### config.mk
export PLATFORM = sky130hd
export DESIGN_NAME = osse_front_flat
export DESIGN_NICKNAME = d
export VERILOG_FILES = /design/src/rtl/core/osse_pkg.sv /design/src/rtl/core/osse_if.sv /design/src/rtl/core/osse_front.sv /design/src/flat_wrapper.sv
export SDC_FILE = /design/constraint.sdc
export NUM_CORES = 1
export LEC_CHECK = 0
export ABC_AREA = 1
export BUFFER_PORTS_ARGS = -buffer_cell sky130_fd_sc_hd__buf_2
export CORE_ASPECT_RATIO = 0.7
export CORE_MARGIN = 1
export CORE_UTILIZATION = 51
export CTS_BUF_LIST = sky130_fd_sc_hd__clkbuf_8 sky130_fd_sc_hd__clkbuf_16
export CTS_CLUSTER_DIAMETER = 150
export DETAILED_ROUTE_END_ITERATION = 12
export GPL_TIMING_DRIVEN = 0
export PLACE_DENSITY = 0.8
export SYNTH_ARGS = -nofsm -noshare
export SYNTH_HDL_FRONTEND = slang
export SYNTH_SLANG_ARGS = --single-unit
### constraint.sdc
create_clock -name clk -period 2.8 [get_ports clk]
set_input_delay 0.28 -clock clk [delete_from_list [all_inputs] [get_ports clk]]
set_output_delay 0.28 -clock clk [all_outputs]
set_load 0.02 [all_outputs]
### src/rtl/core/osse_pkg.sv
// Shared constants, field widths and decoded item kinds for the makespan evaluator.
`default_nettype none
package osse_pkg;

  localparam int FUNC_W  = 2;
  localparam int JOB_W   = 4;
  localparam int MACH_W  = 4;
  localparam int VAL_W   = 16;
  localparam int OUT_W   = 32;
  // Wide enough to compare a field against any index limit up to 256
  localparam int IDX_W   = 9;

  localparam int DEF_MAX_JOBS     = 16;
  localparam int DEF_MAX_MACHINES = 16;
  localparam int DEF_TIME_BITS    = 32;

  localparam logic [FUNC_W-1:0] FUNC_LOAD  = 2'd0;
  localparam logic [FUNC_W-1:0] FUNC_SCHED = 2'd1;
  localparam logic [FUNC_W-1:0] FUNC_CLEAR = 2'd2;

  // What the back end does with a queued beat
  typedef enum logic [1:0] {
    KIND_NOP,
    KIND_LOAD,
    KIND_OP,
    KIND_CLEAR
  } kind_t;

endpackage
`default_nettype wire

### src/rtl/core/osse_if.sv
// Valid/ready channel interfaces for the item input and the result output.
`default_nettype none
interface osse_in_if;
  logic                          valid;
  logic                          ready;
  logic [osse_pkg::FUNC_W-1:0]   func;
  logic [osse_pkg::JOB_W-1:0]    job;
  logic [osse_pkg::MACH_W-1:0]   machine;
  logic [osse_pkg::JOB_W-1:0]    prev_job;
  logic [osse_pkg::VAL_W-1:0]    setup_value;

  modport source (output valid, func, job, machine, prev_job, setup_value, input ready);
  modport sink   (input valid, func, job, machine, prev_job, setup_value, output ready);
endinterface

`default_nettype wire

### src/rtl/core/osse_front.sv
// Front end: range-checks and decodes input beats and queues them for the back end.
`default_nettype none
module osse_front #(
  parameter int MAX_JOBS     = osse_pkg::DEF_MAX_JOBS,
  parameter int MAX_MACHINES = osse_pkg::DEF_MAX_MACHINES,
  localparam int JW = $clog2(MAX_JOBS),
  localparam int MW = $clog2(MAX_MACHINES),
  localparam int AW = $clog2(MAX_JOBS * MAX_MACHINES * MAX_JOBS)
) (
  input  wire logic                          clk,
  input  wire logic                          rst_n,
  osse_in_if.sink                            in_ch,
  input  wire logic                          pop,
  output logic                               q_valid,
  output osse_pkg::kind_t                    q_kind,
  output logic [JW-1:0]                      q_job,
  output logic [MW-1:0]                      q_mach,
  output logic [JW-1:0]                      q_prev,
  output logic [osse_pkg::VAL_W-1:0]         q_val,
  output logic [AW-1:0]                      q_base
);

  localparam int QD = 2;
  localparam int IW = osse_pkg::IDX_W;

  logic [IW-1:0]    job_x, mach_x, prev_x;
  logic             job_ok, mach_ok, prev_ok;
  osse_pkg::kind_t  kind_c;
  logic [JW-1:0]    job_c, prev_c;
  logic [MW-1:0]    mach_c;
  logic [AW-1:0]    base_c;
  logic             push;

  osse_pkg::kind_t             kind_q_r [QD];
  logic [JW-1:0]               job_q_r  [QD];
  logic [MW-1:0]               mach_q_r [QD];
  logic [JW-1:0]               prev_q_r [QD];
  logic [osse_pkg::VAL_W-1:0]  val_q_r  [QD];
  logic [AW-1:0]               base_q_r [QD];
  logic                        wr_ptr_r, rd_ptr_r;
  logic [1:0]                  cnt_r, cnt_nxt;

  assign job_x   = IW'(in_ch.job);
  assign mach_x  = IW'(in_ch.machine);
  assign prev_x  = IW'(in_ch.prev_job);
  assign job_ok  = job_x  < IW'(MAX_JOBS);
  assign mach_ok = mach_x < IW'(MAX_MACHINES);
  assign prev_ok = prev_x < IW'(MAX_JOBS);

  assign job_c  = job_x[JW-1:0];
  assign mach_c = mach_x[MW-1:0];
  assign prev_c = prev_x[JW-1:0];
  // Row base of the (job, machine) block; the predecessor is added later
  assign base_c = (AW'(job_c) * AW'(MAX_MACHINES) + AW'(mach_c)) * AW'(MAX_JOBS);

  always_comb begin
    unique case (in_ch.func)
      osse_pkg::FUNC_LOAD:
        kind_c = (job_ok && mach_ok && prev_ok) ? osse_pkg::KIND_LOAD : osse_pkg::KIND_NOP;
      osse_pkg::FUNC_SCHED:
        kind_c = (job_ok && mach_ok) ? osse_pkg::KIND_OP : osse_pkg::KIND_NOP;
      osse_pkg::FUNC_CLEAR:
        kind_c = osse_pkg::KIND_CLEAR;
      default:
        kind_c = osse_pkg::KIND_NOP;
    endcase
  end

  assign in_ch.ready = (cnt_r != 2'(QD));
  assign push        = in_ch.valid && in_ch.ready;

  always_comb begin
    cnt_nxt = cnt_r;
    if (push && !pop) begin
      cnt_nxt = cnt_r + 2'd1;
    end else if (pop && !push) begin
      cnt_nxt = cnt_r - 2'd1;
    end
  end

  always_ff @(posedge clk) begin
    if (!rst_n) begin
      cnt_r    <= '0;
      wr_ptr_r <= 1'b0;
      rd_ptr_r <= 1'b0;
    end else begin
      cnt_r <= cnt_nxt;
      if (push) begin
        wr_ptr_r <= ~wr_ptr_r;
      end
      if (pop) begin
        rd_ptr_r <= ~rd_ptr_r;
      end
    end
  end

  always_ff @(posedge clk) begin
    if (push) begin
      kind_q_r[wr_ptr_r] <= kind_c;
      job_q_r[wr_ptr_r]  <= job_c;
      mach_q_r[wr_ptr_r] <= mach_c;
      prev_q_r[wr_ptr_r] <= prev_c;
      val_q_r[wr_ptr_r]  <= in_ch.setup_value;
      base_q_r[wr_ptr_r] <= base_c;
    end
  end

  assign q_valid = (cnt_r != 2'd0);
  assign q_kind  = kind_q_r[rd_ptr_r];
  assign q_job   = job_q_r[rd_ptr_r];
  assign q_mach  = mach_q_r[rd_ptr_r];
  assign q_prev  = prev_q_r[rd_ptr_r];
  assign q_val   = val_q_r[rd_ptr_r];
  assign q_base  = base_q_r[rd_ptr_r];

endmodule
`default_nettype wire

### src/flat_wrapper.sv
// flat-port wrapper written by rule: the top's interface ports become plain ports
module osse_front_flat 
#(
  parameter int MAX_JOBS     = osse_pkg::DEF_MAX_JOBS,
  parameter int MAX_MACHINES = osse_pkg::DEF_MAX_MACHINES,
  localparam int JW = $clog2(MAX_JOBS),
  localparam int MW = $clog2(MAX_MACHINES),
  localparam int AW = $clog2(MAX_JOBS * MAX_MACHINES * MAX_JOBS)
)
  (clk, rst_n, pop, q_valid, q_kind, q_job, q_mach, q_prev, q_val, q_base, in_ch_valid, in_ch_func, in_ch_job, in_ch_machine, in_ch_prev_job, in_ch_setup_value, in_ch_ready);
  osse_in_if in_ch_i ();
  input  wire logic clk;
  input  wire logic rst_n;
  input  wire logic pop;
  output logic q_valid;
  output osse_pkg::kind_t q_kind;
  output logic [JW-1:0] q_job;
  output logic [MW-1:0] q_mach;
  output logic [JW-1:0] q_prev;
  output logic [osse_pkg::VAL_W-1:0] q_val;
  output logic [AW-1:0] q_base;
  input wire logic [$bits(in_ch_i.valid)-1:0] in_ch_valid;
  input wire logic [$bits(in_ch_i.func)-1:0] in_ch_func;
  input wire logic [$bits(in_ch_i.job)-1:0] in_ch_job;
  input wire logic [$bits(in_ch_i.machine)-1:0] in_ch_machine;
  input wire logic [$bits(in_ch_i.prev_job)-1:0] in_ch_prev_job;
  input wire logic [$bits(in_ch_i.setup_value)-1:0] in_ch_setup_value;
  output wire logic [$bits(in_ch_i.ready)-1:0] in_ch_ready;
  assign in_ch_i.valid = in_ch_valid;
  assign in_ch_i.func = in_ch_func;
  assign in_ch_i.job = in_ch_job;
  assign in_ch_i.machine = in_ch_machine;
  assign in_ch_i.prev_job = in_ch_prev_job;
  assign in_ch_i.setup_value = in_ch_setup_value;
  assign in_ch_ready = in_ch_i.ready;
  osse_front #(.MAX_JOBS(MAX_JOBS), .MAX_MACHINES(MAX_MACHINES)) u_core (.clk(clk), .rst_n(rst_n), .in_ch(in_ch_i), .pop(pop), .q_valid(q_valid), .q_kind(q_kind), .q_job(q_job), .q_mach(q_mach), .q_prev(q_prev), .q_val(q_val), .q_base(q_base));
endmodule
# Word level (Yosys, flattened, before mapping)
# Memory sizes are Yosys's and may differ from the RTL's. A register that Yosys moved wholly into a read port is not among the register bits.
# Cells that the tools add are included.
[op_classes]
addsub = 3
mul = 0
div = 0
magnitude_cmp = 3
eq_ne = 3
n_shift = 0
muxes = 19
bitwise = 2
n_reduce_logical = 10
[op_table]
columns = ["cell", "count"]
rows = [
  ["less-than comparator 4 x 5 -> 1 bit (second input constant)", 3],
  ["2-to-1 mux 1 bit", 15],
  ["adder 8 x 4 -> 8 bit", 1],
  ["2-to-1 mux 2 bit", 3],
  ["case mux 2 bit (3 select lines)", 1],
  ["logical AND 1 bit", 5],
  ["nonzero test 2 bit", 2],
  ["adder 2 x 1 -> 2 bit (second input constant)", 1],
  ["equality test 2 x 1 -> 1 bit (second input constant)", 1],
  ["equality test 2 bit (second input constant)", 1],
  ["logical NOT 1 bit", 2],
  ["logical NOT 2 bit", 1],
  ["inequality test 2 bit (second input constant)", 1],
  ["inverter 1 bit", 2],
  ["subtractor 2 x 1 -> 2 bit (second input constant)", 1],
]
[totals]
register_bits = 4
latch_bits = 0
ramBits = 76
rom_bits = 0
output_inout_bits = 44
wordCells = 49
mem_count = 6
[memory_table]
columns = ["name", "words", "word_bits", "read_ports", "rd_clocked_by_memory_dff", "wr", "line_no", "rtl"]
rows = [
  ["u_core.val_q_r", 2, 16, 1, 1, 1, "osse_front.sv:38", "logic [osse_pkg::VAL_W-1:0] val_q_r [QD];"],
  ["u_core.base_q_r", 2, 8, 1, 1, 1, "osse_front.sv:39", "logic [AW-1:0] base_q_r [QD];"],
  ["u_core.job_q_r", 2, 4, 1, 1, 1, "osse_front.sv:35", "logic [JW-1:0] job_q_r [QD];"],
  ["u_core.mach_q_r", 2, 4, 1, 1, 1, "osse_front.sv:36", "logic [MW-1:0] mach_q_r [QD];"],
  ["u_core.prev_q_r", 2, 4, 1, 1, 1, "osse_front.sv:37", "logic [JW-1:0] prev_q_r [QD];"],
  ["u_core.kind_q_r", 2, 2, 1, 1, 1, "osse_front.sv:34", "osse_pkg::kind_t kind_q_r [QD];"],
]

# Logic depth before layout (Yosys ltp)
# Gate-level depths: netlist of run 1.
[depth]
ltp_word = 6
ltp_mapped = 11

# Worst setup path before layout of run 1
# OpenSTA, ideal clock, no wires.
[synth_timing]
kind = "register -> register"
startpoint = "reg u_core.cnt_r[0]"
endpoint = "mem u_core.base_q_r[0][3] (netlist bit) (enable)"
setup_time_ns = 0.417
arrival_time_ns = 1.941
slack_ns = 0.442
path_stages_with_launch = 5
n_path_buf = 0
synth_period_minus_slack_ns = 2.358
cell_sequence = "dfxtp_1 inv_2 nand2_1 nand2_2 nor2_1"
[synth_between]
elab_chain_len = 4
[synth_lines]
columns = ["element", "line_no", "rtl"]
rows = [
  ["start, declared", "osse_front.sv:41", "logic [1:0] cnt_r, cnt_nxt;"],
  ["start signal, assigned", "osse_front.sv:87", "cnt_r <= cnt_nxt;"],
  ["inequality test 2 bit", "osse_front.sv:69", "assign in_ch.ready = (cnt_r != 2'(QD));"],
  ["via in_ch_ready", "flat_wrapper.sv:28", "output wire logic [$bits(in_ch_i.ready)-1:0] in_ch_ready;"],
  ["logical AND 1 bit", "osse_front.sv:70", "assign push = in_ch.valid && in_ch.ready;"],
  ["2-to-1 mux 1 bit", "osse_front.sv:98", "if (push) begin"],
  ["2-to-1 mux 1 bit (implied by the code)", "osse_front.sv:104", "base_q_r[wr_ptr_r] <= base_c;"],
  ["end, declared", "osse_front.sv:39", ""],
]
# The timed path passes the listed nets, and every way through them passes these cells.

==> results of run 1 <==
cell usage after synthesis:
cell | number | share of area [%]
or2_2 | 1 | 0.24
buf_6 | 3 | 1.3
dfxtp_1 | 5 | 3.8
inv_2 | 1 | 0.14
buf_4 | 12 | 3.4
a21oi_1 | 1 | 0.19
ha_1 | 3 | 1.4
nor2_1 | 8 | 1.1
mux2_4 | 30 | 17
nand4_1 | 1 | 0.24
edfxtp_1 | 60 | 68
o21ai_0 | 2 | 0.38
inv_1 | 9 | 1.3
nand3_1 | 1 | 0.19
nand2_1 | 8 | 1.1
conb_1 | 1 | 0.14
nand2_2 | 1 | 0.24
critical path, stage by stage (launching register included):
cell and delay, ps:
dfxtp_1 400, buf_6 210, mux2_4 320, buf_4 130, buf_2 150
state kept, by name, indices dropped and copies added, names as in the netlist, named ones only:
register / flops
u_core.val_q_r: 32
u_core.base_q_r: 8
u_core.prev_q_r: 8
u_core.mach_q_r: 6
u_core.kind_q_r: 4
u_core.cnt_r: 2
u_core.job_q_r: 2
u_core.rd_ptr_r: 1
u_core.wr_ptr_r: 1
cell type report:
| class | count | area share (%) |
|---|---|---|
| Tap cell | 69 | 2.64 |
| Clock inverter | 3 | 0.383 |
| Multi-Input combinational cell | 60 | 18.9 |
| Inverter | 10 | 1.15 |
| Buffer | 15 | 3.79 |
| Timing Repair Buffer | 73 | 11.2 |
| Sequential cell | 65 | 58.2 |
| Clock buffer | 9 | 3.79 |
report_power, final:
group,internal (mW),total (mW),switching (mW)
combinational,0.181,0.413,0.232
sequential,1.16,1.18,0.0244
clock,0.292,0.586,0.294
stage by stage:
| step | std cells | hold slack [ps] |
|---|---|---|
| 6_report | 304 | 132 |
| 5_1_grt | 304 | 102 |
| 4_1_cts | 304 | 120 |
| 3_5_place_dp | 292 | 471 |
| 3_3_place_gp | 292 | 467 |
| 2_1_floorplan | 150 | 379 |
final timing paths:
check	startpoint	end	slack [ps]
max	register	q_mach[2]	990
min	in_ch_setup_value[13]	u_core.val_q_r[1][13]$_DFFE_PP_	130
max reg2reg	u_core.cnt_r[0]$_SDFFE_PN0P_	u_core.mach_q_r[1][2]$_DFFE_PP_	1130
min reg2reg	u_core.rd_ptr_r$_SDFFE_PN0P_	u_core.rd_ptr_r$_SDFFE_PN0P_	520
routing by layer:
metal / vias up / track usage, %
met2: 61 / 24.4
li1: 687 / -
met4: 0 / 6.05
met1: 627 / 18.0
met3: 8 / 10.6
met5: - / 0
logic make-up after synthesis:
kind of cell               after synthesis  share of synthesized area [%]
other                                    1                          0.141
buffers and inverters                   25                           6.08
adders and majority gates                3                           1.41
DFF                                     65                           71.7
muxes                                   30                           17.0
AOI/OAI and AO/OA                        3                          0.566
and+or+nand+nor                         20                           3.16
==> summary.txt, run 1 <==
Pwr
  – Leakage power: 1.40 nW
  – Overall power: 2.18 mW
  – Cell Pwr Density: 667 nW/um2
  – Worst vdd ir: 0.371 mV

Detailed routing
  – Final WL: 3990 um
  – Post-DRT Antenna Nets: 0
  – First-pass detailed-route iteration total: 4
  – Vias per cell: 4.55
  – Met2 wire len: 1860 um
  – Routed len/inst: 13.1 um
  – Via count: 1383
  – DR iter-0 viols: 39
  – Metal3 WL: 384 um
  – Highest metal used: met4
  – Post-route DRC violation count: 0
  – Wl on met1: 1690 um

Synthesis
  – Synthesized area per cell: 18.1 um2
  – Mapped cell area: 2650 um2
  – Distinct cells, synth: 17
  – Synth Register Bits: 65
  – Syn Inst Count: 147
  – YS warnings: 0
  – Seq/Total Area, Yosys: 71.7%

Worst setup path
  – Worst EP required: 2520 ps
  – Worst EP arrival: 1530 ps
  – Crit path launch type: register
  – Worst setup EP type: output pin
  – Top fanout value on the critical path: 10
  – CP Class: reg2out
  – Worst r2r path cells: 4

Floorplan
  – I/O Pins: 78
  – Initial Utilization: 54.3%
  – Placeable core area: 4890 um2
  – Die ar.: 5500 um2
  – Row count: 21
  – Die Ht: 62.4 um
  – Die width: 88.2 um

Timing
  – RSZ-0062 raised after global routing: no
  – Max Clock Skew: 5.35 ps
  – Hold Violations, Final: 0
  – Max Freq: 0.552 GHz
  – Worst Tran Pin Value: 882 ps
  – Slew Viols, Final: 0
  – Tmin final: 1810 ps
  – Final worst-path cycle share: 64.7%
  – Relative slew slack: 41.1%
  – Setup TNS: 0 ps
  – Final setup vio count: 0
  – Worst setup margin: 987 ps

GRT
  – Vias in the first global route: 1313
  – First-pass GRT wire length: 6110 um
  – Largest net degree at the start of global routing: 31
  – Remaining Overflow, GRT: 0
  – Total Routing Usage GR: 16.1%
  – Initial antenna violation count: 0

Final layout
  – Fraction of layout cells with a size suffix above 1: 56.6%
  – Ant diodes: 0
  – Fillcell total: 351
  – Reg area: 1900 um2
  – Most frequent cells in the layout: buf_2, edfxtp_1, mux2_4, buf_4
  – Commonest non-fill, non-tap cell in the layout: buf_2
  – Core Util, Final: 66.9%
  – Multi-input gate area: 617 um2
  – Design area: 3270 um2
  – Synth-to-Final Area Change: 23.1%
  – Post-layout nets: 271

CTS
  – Post-CTS Hold Buffers: 0
  – Cts bufs inserted: 9
  – Clk root buf: clkbuf_8
  – CTS H-tree lvls: 3
  – Clock sink count: 65
  – CTS clock-pin slew for the worst setup and hold paths: 60 ps
  – # Post-CTS Setup Buffers: 0
  – Post-CTS resize count: 0
  – Clock Latency Late Sink: 330 ps
  – CTS tree: built
  – CTS Buffer Depth: 2

Run
  – Max-Cap Viols: 0

Placed design
  – PortBufs: 73
  – Place WS: 1110 ps
  – Hpwl dp: 2770 um
  – Placement Cell Area: 3130 um2
  – GPL Wtd Cong: 0.622

Status
  – Status: finished, final reports clean

Hold path
  – Hold depth: 1
  – Type of the tightest min-delay check: in2reg
(Power assumes the default switching activity.)
==> inputs of run 2 (changes only) <==
- clock period: 2.8 -> 1.8 ns (I/O delays scaled with it)
==> run 2 against run 1 <==
Final area increased by 2.0%. Hold slack got worse by 97 ps. Register-to-register slack got worse by 1000 ps. Core utilization increased by 1.3 points. Clock power increased by 98%. Wire length increased by 4.3%. Global-route usage increased by 0.67 points. First-iteration DRC count increased by 10%. Sequential share of layout area decreased by 1.1 points. Largest cell class unchanged. Worst setup slack got worse by 900 ps. Largest power group unchanged. Critical path depth unchanged.
==> summary.txt, run 2 (synthesis gave the netlist of run 1 again) <==
Status
  – Status: finished, final reports clean

Timing
  – Setup TNS: 0 ps (unchanged)
  – RSZ-0062 raised after global routing: no
  – Relative slew slack: 39.3% (-1.8 points)
  – Max Clock Skew: 5.16 ps (-0.197 ps)
  – Worst Tran Pin Value: 909 ps (+27.1 ps)
  – Slew Viols, Final: 0 (unchanged)
  – Hold Violations, Final: 0 (unchanged)
  – Max Freq: 0.583 GHz
  – Tmin final: 1720 ps
  – Final setup vio count: 0 (unchanged)
  – Final worst-path cycle share: 95.3%
  – Smallest hold slack: 35.3 ps (-96.9 ps)

Detailed routing
  – Post-route DRC violation count: 0 (unchanged)
  – DR iter-0 viols: 43 (+10%)
  – First-pass detailed-route iteration total: 4 (unchanged)
  – Routed len/inst: 13.5 um (+3.0%)
  – Vias per cell: 4.63 (+1.8%)
  – Final WL: 4170 um (+4.3%)
  – Post-DRT Antenna Nets: 0 (unchanged)
  – Via count: 1426 (+3.1%)

Worst setup path
  – Reg2Reg Capture Point: u_core.val_q_r[1][9]$_DFFE_PP_
  – Crit path launch type: register
  – Worst r2r path cells: 4 (unchanged)
  – Top fanout value on the critical path: 10 (unchanged)
  – Worst EP required: 1620 ps (-900 ps)
  – CP Class: reg2out
  – RR Startpoint: u_core.cnt_r[0]$_SDFFE_PN0P_
  – Reg2Reg Setup Slack: 130 ps (-1000 ps)
  – Worst EP arrival: 1540 ps (about the same)
  – Worst setup EP type: output pin

Placed design
  – Hpwl dp: 2850 um (+3.1%)
  – GPL Wtd Cong: 0.645 (+3.7%)
  – PortBufs: 73 (unchanged)

Final layout
  – Synth-to-Final Area Change: 25.6%
  – Largest regs: u_core.val_q_r: 32 flops, u_core.base_q_r: 8 flops, u_core.prev_q_r: 8 flops
  – Post-layout nets: 271 (unchanged)
  – Most flops, register: u_core.val_q_r
  – Ant diodes: 0 (unchanged)
  – Max reg flops: 32 (unchanged)
  – Commonest non-fill, non-tap cell in the layout: buf_2
  – Fillcell total: 358 (+2.0%)
  – Fraction of layout cells with a size suffix above 1: 58.6% (+2.0 points)
  – Most frequent cells in the layout: buf_2, edfxtp_1, mux2_4, buf_4

Run
  – Max-Cap Viols: 0 (unchanged)

GRT
  – Largest net degree at the start of global routing: 31 (unchanged)
  – Remaining Overflow, GRT: 0 (unchanged)
  – Initial antenna violation count: 0 (unchanged)
  – Vias in the first global route: 1394 (+6.2%)
  – First-pass GRT wire length: 6390 um (+4.6%)
  – Total Routing Usage GR: 16.8% (+0.67 points)

CTS
  – CTS clock-pin slew for the worst setup and hold paths: 70 ps (about the same)
  – Clk root buf: clkbuf_8
  – CTS Buffer Depth: 2 (unchanged)
  – CTS tree: built
  – Clock Latency Late Sink: 330 ps (about the same)
  – Clock sink count: 65 (unchanged)
  – Cts bufs inserted: 9 (unchanged)
  – CTS H-tree lvls: 3 (unchanged)
  – # Post-CTS Setup Buffers: 0 (unchanged)

Floorplan
  – Die ar.: 5500 um2 (unchanged)
  – Row count: 21 (unchanged)
  – I/O Pins: 78 (unchanged)
  – Die Ht: 62.4 um (unchanged)
  – Initial Utilization: 54.3% (unchanged)
  – Die width: 88.2 um (unchanged)
  – Placeable core area: 4890 um2 (unchanged)

Hold path
  – Hold depth: 1 (unchanged)
  – Hold path startpoint: in_ch_setup_value[13]
  – Hold EP: u_core.val_q_r[0][13]$_DFFE_PP_
  – Type of the tightest min-delay check: in2reg

Pwr
  – Worst vdd ir: 0.673 mV (+81%)
  – Overall power: 3.65 mW (+67%)
  – Cell Pwr Density: 1100 nW/um2 (+64%)
  – Leakage power: 1.42 nW (+1.6%)
## run 2: layout make-up
cell class | instances | area, um2 | share of cell area, %
flip-flops and latches | 65 | 1900 | 57.1
multi-input cells | 60 | 622 | 18.7
repair buffers | 73 | 365 | 11.0
clock buffers | 9 | 124 | 3.72
plain buffers | 15 | 124 | 3.72
well taps | 69 | 86.3 | 2.59
clock inverters | 7 | 71.3 | 2.14
inverters | 10 | 37.5 | 1.13
## run 2: worst max path at each step
stage	from	endpoint	slack [ps]	cells after the start
after floorplan	u_core.cnt_r[0]$_SDFFE_PN0P_	u_core.base_q_r[0][3]$_DFFE_PP_	-80	4
after global placement	u_core.cnt_r[0]$_SDFFE_PN0P_	u_core.prev_q_r[1][3]$_DFFE_PP_	-390	4
after detailed placement	u_core.cnt_r[0]$_SDFFE_PN0P_	u_core.base_q_r[0][4]$_DFFE_PP_	80	4
after CTS	u_core.cnt_r[0]$_SDFFE_PN0P_	u_core.val_q_r[1][12]$_DFFE_PP_	50	4
after global routing	u_core.cnt_r[0]$_SDFFE_PN0P_	u_core.val_q_r[1][10]$_DFFE_PP_	0.3	4
final	register	q_job[3]	80	4
## run 2: report_power, final
group / switching [mW] / internal (mW)
clock: 0.525 / 0.635
combinational: 0.371 / 0.282
sequential: 0.0381 / 1.80
total: 0.934 / 2.72
## run 2: worst max-delay path: stages, from the launching register on
cell and delay, ps:
dfxtp_1 390, buf_6 210, mux2_4 330, buf_4 130, buf_2 150
## run 2: metrics by stage
| stage | utilization [%] | std cells | worst slack, ps | instance area (um2) |
|---|---|---|---|---|
| final | 68.2 | 308 | 83.9 | 3330 |
| after global routing | 68.2 | 308 | 0.255 | 3330 |
| after CTS | 68.1 | 308 | 54.8 | 3330 |
| after detailed placement | 64.1 | 292 | 83.9 | 3130 |
| after global placement | 63.9 | 292 | -389 | 3120 |
| after floorplan | - | 150 | -77.8 | 2670 |
## run 2: timing repair
item,CTS,global route
gates resized for setup,0,2
setup endpoints to repair,0,60
hold buffers,0,0
## run 2: per-layer routing
layer  track usage, %  wire [um]  vias up
li1                 -          -      692
met1             19.6       1810      678
met2             26.0       2030       54
met3             9.31        320        2
met4             6.05          8        0
met5                0          0        -
